[src/hdl/kib_pkg.sv]
`default_nettype none

package kib_pkg;

  // Defaults for the top-level parameters.
  localparam int unsigned MAX_KMER_DFLT = 8;
  localparam int unsigned POS_BITS_DFLT = 24;
  localparam int unsigned QUEUE_DEPTH_DFLT = 4;

  // Fixed field widths of the channels.
  localparam int unsigned KMER_LEN_W = 4;
  localparam int unsigned KEY_OUT_W = 16;
  localparam int unsigned SLOT_W = 17;
  localparam int unsigned START_OUT_W = 24;

  localparam logic [KMER_LEN_W-1:0] KMER_LEN_RST = 4'd8;
  localparam logic [KMER_LEN_W-1:0] KMER_LEN_MIN = 4'd2;

  typedef enum logic {
    OP_BASE    = 1'b0,
    OP_NEW_REF = 1'b1
  } op_t;

  typedef logic [KMER_LEN_W-1:0] cfg_word_t;

  typedef struct packed {
    op_t        op;
    logic [1:0] base;
    logic       strand;
    logic       first_base;
  } in_item_t;

  typedef struct packed {
    logic                   kmer_valid;
    logic [KEY_OUT_W-1:0]   kmer_key;
    logic [SLOT_W-1:0]      slot_id;
    logic                   is_new_slot;
    logic [START_OUT_W-1:0] kmer_start;
  } out_item_t;

  // One table entry: a valid mark and the slot number.
  typedef struct packed {
    logic              valid;
    logic [SLOT_W-1:0] slot;
  } tbl_entry_t;

  // Queue entry at the default parameter values; the top level builds its own.
  typedef struct packed {
    op_t                        op;
    logic                       kmer_valid;
    logic                       strand;
    logic [2*MAX_KMER_DFLT-1:0] key;
    logic [POS_BITS_DFLT-1:0]   start;
  } qent_t;

endpackage

`default_nettype wire

[src/hdl/kib_queue.sv]
`default_nettype none

module kib_queue #(
  parameter int unsigned DEPTH = kib_pkg::QUEUE_DEPTH_DFLT,
  parameter type qent_t = kib_pkg::qent_t
) (
  input  logic  clk,
  input  logic  rst_n,
  input  logic  push,
  input  qent_t push_data,
  output logic  full,
  input  logic  pop,
  output logic  empty,
  output qent_t head
);

  localparam int unsigned PTR_W = $clog2(DEPTH);
  localparam int unsigned CNT_W = $clog2(DEPTH + 1);

  qent_t             entries [DEPTH];
  logic [PTR_W-1:0]  wr_ptr_r;
  logic [PTR_W-1:0]  rd_ptr_r;
  logic [CNT_W-1:0]  count_r;

  assign full  = count_r == CNT_W'(DEPTH);
  assign empty = count_r == '0;
  assign head  = entries[rd_ptr_r];

  always_ff @(posedge clk) begin
    if (push) begin
      entries[wr_ptr_r] <= push_data;
    end
  end

  always_ff @(posedge clk) begin
    if (!rst_n) begin
      wr_ptr_r <= '0;
      rd_ptr_r <= '0;
      count_r  <= '0;
    end else begin
      if (push) begin
        wr_ptr_r <= (wr_ptr_r == PTR_W'(DEPTH - 1)) ? '0 : wr_ptr_r + PTR_W'(1);
      end
      if (pop) begin
        rd_ptr_r <= (rd_ptr_r == PTR_W'(DEPTH - 1)) ? '0 : rd_ptr_r + PTR_W'(1);
      end
      if (push && !pop) begin
        count_r <= count_r + CNT_W'(1);
      end else if (pop && !push) begin
        count_r <= count_r - CNT_W'(1);
      end
    end
  end

  a_no_overflow: assert property (@(posedge clk) disable iff (!rst_n) !(push && full))
    else $error("queue written while full");
  a_no_underflow: assert property (@(posedge clk) disable iff (!rst_n) !(pop && empty))
    else $error("queue read while empty");

endmodule

`default_nettype wire

[config.mk]
export PLATFORM = sky130hd
export DESIGN_NAME = kib_queue
export DESIGN_NICKNAME = d
export VERILOG_FILES = /design/src/hdl/kib_pkg.sv /design/src/hdl/kib_queue.sv
export SDC_FILE = /design/constraint.sdc
export NUM_CORES = 1
export LEC_CHECK = 0
export ABC_CLOCK_PERIOD_IN_PS = 2000
export BUFFER_PORTS_ARGS = -buffer_cell sky130_fd_sc_hd__buf_2
export CAP_MARGIN = 15
export CORE_AREA = 3 3 143 145
export CTS_CLUSTER_SIZE = 10
export DETAILED_ROUTE_END_ITERATION = 8
export DIE_AREA = 0 0 146 148
export HOLD_SLACK_MARGIN = 0.05
export RECOVER_POWER = 25
export SYNTH_ARGS = -nofsm -noshare
export SYNTH_HDL_FRONTEND = slang
export SYNTH_SLANG_ARGS = --single-unit
[constraint.sdc]
create_clock -name clk -period 2 [get_ports clk]
set_input_delay 0.6 -clock clk [delete_from_list [all_inputs] [get_ports clk]]
set_output_delay 0.6 -clock clk [all_outputs]
set_load 0.1 [all_outputs]
==> flow_summary.html <==
<table>
<tr><th>Metric</th><th>Value</th></tr>
<tr><th colspan="2">Worst setup path</th></tr>
<tr><td>Arrival @ worst endpoint</td><td>1.78 ns</td></tr>
<tr><td>Crit path capture type</td><td>output pin</td></tr>
<tr><td>Startpoint kind of the worst setup timing path</td><td>flip-flop</td></tr>
<tr><td>Capturing point of the worst reg2reg path</td><td>count_r[2]</td></tr>
<tr><td>Reg2reg path depth</td><td>4</td></tr>
<tr><td>Source of the worst register-to-register timing path</td><td>count_r[0]</td></tr>
<tr><td>Required @ worst endpoint</td><td>1.40 ns</td></tr>
<tr><td>Reg-to-reg setup timing slack</td><td>0.49 ns</td></tr>
<tr><td>Top fanout value on the critical path</td><td>16</td></tr>
<tr><td>Worst Setup Path Type</td><td>reg2out</td></tr>
<tr><th colspan="2">Hold path</th></tr>
<tr><td>Worst Hold Endpoint</td><td>entries[0][28]</td></tr>
<tr><td>Worst Hold Depth</td><td>1</td></tr>
<tr><td>Worst hold-check path type</td><td>in2reg</td></tr>
<tr><td>Origin of the worst min-delay path</td><td>push_data[28]</td></tr>
<tr><th colspan="2">Place</th></tr>
<tr><td>Routability cong.</td><td>0.654</td></tr>
<tr><td>PortBufs</td><td>91</td></tr>
<tr><td>Worst setup slack after placement</td><td>-0.102 ns</td></tr>
<tr><td>Post-DP HPWL</td><td>7.73 mm</td></tr>
<tr><th colspan="2">Route</th></tr>
<tr><td>Wire length per cell after detailed routing</td><td>18.4 um</td></tr>
<tr><td>DRC viols</td><td>0</td></tr>
<tr><td>Via count</td><td>slightly above 3k</td></tr>
<tr><td>Antenna-violating nets left</td><td>0</td></tr>
<tr><td>Via-to-Cell Ratio</td><td>between 4 and 5</td></tr>
<tr><td>DRT Wirelength</td><td>12.3 mm</td></tr>
<tr><td>Number of optimization iterations in the first detailed-route pass</td><td>4</td></tr>
<tr><td>DRT iter0 DRCs</td><td>119</td></tr>
<tr><th colspan="2">Logic synthesis</th></tr>
<tr><td>Count of different cell masters after synthesis</td><td>23</td></tr>
<tr><td>Count of yosys warnings during synthesis</td><td>0</td></tr>
<tr><td>Area of the mapped netlist</td><td>6720 um^2</td></tr>
<tr><td>Sequential element share of the synthesized area</td><td>about four fifths</td></tr>
<tr><td>Top post-synthesis cells by area</td><td>sky130_fd_sc_hd__edfxtp_1 77%, sky130_fd_sc_hd__mux4_2 13%, sky130_fd_sc_hd__dfxtp_1 2.7%</td></tr>
<tr><td>Synth Register Bits</td><td>181</td></tr>
<tr><td>Most area-hungry cell type in the Yosys netlist</td><td>sky130_fd_sc_hd__edfxtp_1</td></tr>
<tr><td>Synthesized area per cell</td><td>25.0 um^2</td></tr>
<tr><td>Share of the synthesized area in the top cell type</td><td>76.9%</td></tr>
<tr><td>Post-synthesis net count</td><td>between 300 and 400</td></tr>
<tr><td>Mapped Cells</td><td>269</td></tr>
<tr><th colspan="2">CTS</th></tr>
<tr><td>Clock edge transition at the registers on the reported setup and hold paths</td><td>0.06 ns</td></tr>
<tr><td>Maximum number of buffers from clock root to sink</td><td>2</td></tr>
<tr><td>Post-CTS setup buffers</td><td>0</td></tr>
<tr><td>H-tree depth</td><td>4</td></tr>
<tr><td>Clock sink count</td><td>181</td></tr>
<tr><td>Clk root buf</td><td>sky130_fd_sc_hd__clkbuf_16</td></tr>
<tr><td>Total of hold buffers inserted after clock tree synthesis</td><td>0</td></tr>
<tr><td>Number of CTS-inserted buffers</td><td>17</td></tr>
<tr><td>TritonCTS clock tree</td><td>yes</td></tr>
<tr><td>Later-pin clock latency in the skew report</td><td>about 0.42 ns</td></tr>
<tr><th colspan="2">Final layout</th></tr>
<tr><td>Share of layout cells above drive strength 1</td><td>about two fifths</td></tr>
<tr><td>Count of inserted antenna diode cells</td><td>0</td></tr>
<tr><td>Final #Nets</td><td>441</td></tr>
<tr><td>Utilization of the core after routing</td><td>44.1%</td></tr>
<tr><td>Synthesis-to-layout area growth</td><td>27.0%</td></tr>
<tr><th colspan="2">Pwr</th></tr>
<tr><td>Switching part of the total power</td><td>28.8%</td></tr>
<tr><td>Power per standard cell area</td><td>around 1100 nW/um^2</td></tr>
<tr><td>Leakage power figure</td><td>approximately 2.8 nW</td></tr>
<tr><td>Worst-case vdd ir drop</td><td>548 uV</td></tr>
<tr><td>Post-layout power</td><td>9.51 mW</td></tr>
<tr><td>Proportion of power drawn by flip-flops and latches</td><td>between 40 and 50%</td></tr>
<tr><td>Switching power</td><td>~2.7 mW</td></tr>
<tr><td>Portion of total power attributed to combinational logic</td><td>19.2%</td></tr>
<tr><td>Cell-internal power</td><td>6.77 mW</td></tr>
<tr><td>Clk network pwr share</td><td>34.6%</td></tr>
<tr><th colspan="2">Die</th></tr>
<tr><td>I/O Pins</td><td>92</td></tr>
<tr><td>Initial core utilization</td><td>34.7%</td></tr>
<tr><td>Core area</td><td>19,300 um^2</td></tr>
<tr><td>Chip Height</td><td>148 um</td></tr>
<tr><td>Die Width</td><td>around 150 um</td></tr>
<tr><td>FP Rows</td><td>51</td></tr>
<tr><td>Area of the die</td><td>21,600 um^2</td></tr>
<tr><th colspan="2">GRT</th></tr>
<tr><td>Total routing usage reported by global routing</td><td>between 10% and 20%</td></tr>
<tr><td>Wire length of the first global-routing pass</td><td>19.2 mm</td></tr>
<tr><td>Largest net degree at the start of global routing</td><td>28</td></tr>
<tr><td>Vias in the first global route</td><td>3,411</td></tr>
<tr><td>Total grt overflow</td><td>0</td></tr>
<tr><td>Antenna violations before repair</td><td>1</td></tr>
<tr><th colspan="2">Timing</th></tr>
<tr><td>Final setup violation count</td><td>43</td></tr>
<tr><td>RSZ-0062 raised after global routing</td><td>true</td></tr>
<tr><td>Number of hold-slack violations in the final timing report</td><td>0</td></tr>
<tr><td>Final slew viol count</td><td>0</td></tr>
<tr><td>Slew @ Worst Pin</td><td>roughly 0.27 ns</td></tr>
<tr><td>Worst hold margin</td><td>around 0.4 ns</td></tr>
<tr><td>Final period utilization</td><td>119%</td></tr>
<tr><td>Max Clock Skew</td><td>0.00860 ns</td></tr>
<tr><td>Achievable Freq</td><td>419 MHz</td></tr>
<tr><td>Final critical-path required period</td><td>2.38 ns</td></tr>
<tr><td>Final critical-path setup slack</td><td>-0.384 ns</td></tr>
<tr><td>Slew HR</td><td>between 80 and 90%</td></tr>
<tr><th colspan="2">Status</th></tr>
<tr><td>Outcome</td><td>finished, violations left</td></tr>
<tr><td>Failing checks</td><td>negative setup slack</td></tr>
<tr><th colspan="2">Job</th></tr>
<tr><td>Max-Cap Viols</td><td>0</td></tr>
</table>
-- metrics by stage --
stage / setup TNS (ns) / cell area (um^2) / std cells
floorplan: -0.351 / 6720 / 269
global route: -17.81 / 8530 / 665
global placement: -0.278 / 7670 / 633
CTS: -16.83 / 8540 / 665
detailed placement: -0.794 / 7670 / 633
finish: -14.62 / 8530 / 665
-- final cells by class --
cell class	count	area, um^2
Clock buffer	19	443
Clock inverter	13	150
Fill cell	1684	10800
Inverter	4	15.0
Multi-Input combinational cell	74	1250
Sequential cell	181	5350
Tap cell	265	332
Timing Repair Buffer	109	992
-- power by group through the flow --
stage	clock network [mW]	registers, mW	logic [mW]
2_1_floorplan	0	4.46	1.34
3_3_place_gp	0	4.46	1.65
3_5_place_dp	0	4.48	1.67
4_1_cts	3.39	4.39	1.85
5_1_grt	3.54	4.41	1.91
6_report	3.29	4.39	1.83
-- cells in the mapped netlist --
library cell               instances
sky130_fd_sc_hd__edfxtp_1        172
sky130_fd_sc_hd__mux4_2           40
sky130_fd_sc_hd__dfxtp_1           9
sky130_fd_sc_hd__ha_1              6
sky130_fd_sc_hd__and2_1            5
sky130_fd_sc_hd__nor2b_1           5
sky130_fd_sc_hd__buf_12            4
sky130_fd_sc_hd__buf_2             4
sky130_fd_sc_hd__inv_1             4
sky130_fd_sc_hd__mux2i_1           4
sky130_fd_sc_hd__mux4_1            3
sky130_fd_sc_hd__nor3_1            2
sky130_fd_sc_hd__a21boi_0          1
sky130_fd_sc_hd__buf_6             1
sky130_fd_sc_hd__clkbuf_1          1
sky130_fd_sc_hd__fa_1              1
sky130_fd_sc_hd__nor2_1            1
sky130_fd_sc_hd__nor3b_1           1
sky130_fd_sc_hd__o21a_1            1
sky130_fd_sc_hd__o21ai_0           1
sky130_fd_sc_hd__or3_1             1
sky130_fd_sc_hd__xnor2_1           1
sky130_fd_sc_hd__xor2_1            1
-- logic make-up (layout without fill, tap and decap cells) --
| logic type | Yosys count | in the layout | share of synthesized area (%) |
|---|---|---|---|
| flip-flops | 181 | 181 | 79.6 |
| XOR/XNOR | 2 | 2 | 0.261 |
| multiplexers | 47 | 47 | 15.2 |
| AO/OA/AOI/OAI | 3 | 3 | 0.298 |
| AND/OR/NAND/NOR | 15 | 15 | 1.34 |
| buffers and inverters | 14 | 145 | 1.94 |
| adder cells (fa/ha/maj) | 7 | 7 | 1.42 |
-- layer usage --
metal | routed length (um) | up-vias | global-route usage, %
li1 | - | 1371 | -
met1 | 5140 | 1620 | 14.9
met2 | 6500 | 62 | 20.1
met3 | 459 | 15 | 3.68
met4 | 158 | 2 | 4.09
met5 | 7 | - | 0
-- cell usage in the layout (no fill, tap or decap), drive strengths merged --
cell type  netlist  layout
nor2b            5       5
mux4            43      43
clkinvlp         0       1
nor2             1       1
inv              4       7
or3              1       1
o21ai            1       1
clkinv           0       7
a21boi           1       1
xor2             1       1
nor3             2       2
clkbuf           1      45
buf              9      83
o21a             1       1
ha               6       6
xnor2            1       1
dfxtp            9       9
and2             5       5
fa               1       1
edfxtp         172     172
bufinv           0       2
nor3b            1       1
mux2i            4       4
-- state kept, by name, summed over array words and instances, names as in the netlist, named ones only --
register  flops
count_r       3
entries     172
wr_ptr_r      2
rd_ptr_r      2
-- critical path, stage by stage, from the launching register on --
cell and delay (ns):
sky130_fd_sc_hd__dfxtp_4 0.41, sky130_fd_sc_hd__buf_12 0.20, sky130_fd_sc_hd__mux4_2 0.55, sky130_fd_sc_hd__buf_8 0.20
-- repair_timing --
action | in CTS | in global routing
gates resized for setup | 88 | 6
endpoints found under the setup margin | 45 | 43
pin swaps | 0 | 0
-- worst max path at each step --
stage / end / cells after the start / slack, ns
after floorplan: full / 1 / -0.18
final: head[28] / 3 / -0.38
after global placement: head[6] / 3 / -0.04
after detailed placement: count_r[2] / 8 / -0.10
after global routing: head[32] / 3 / -0.47
after CTS: head[28] / 3 / -0.44
(Power assumes the default switching activity.)
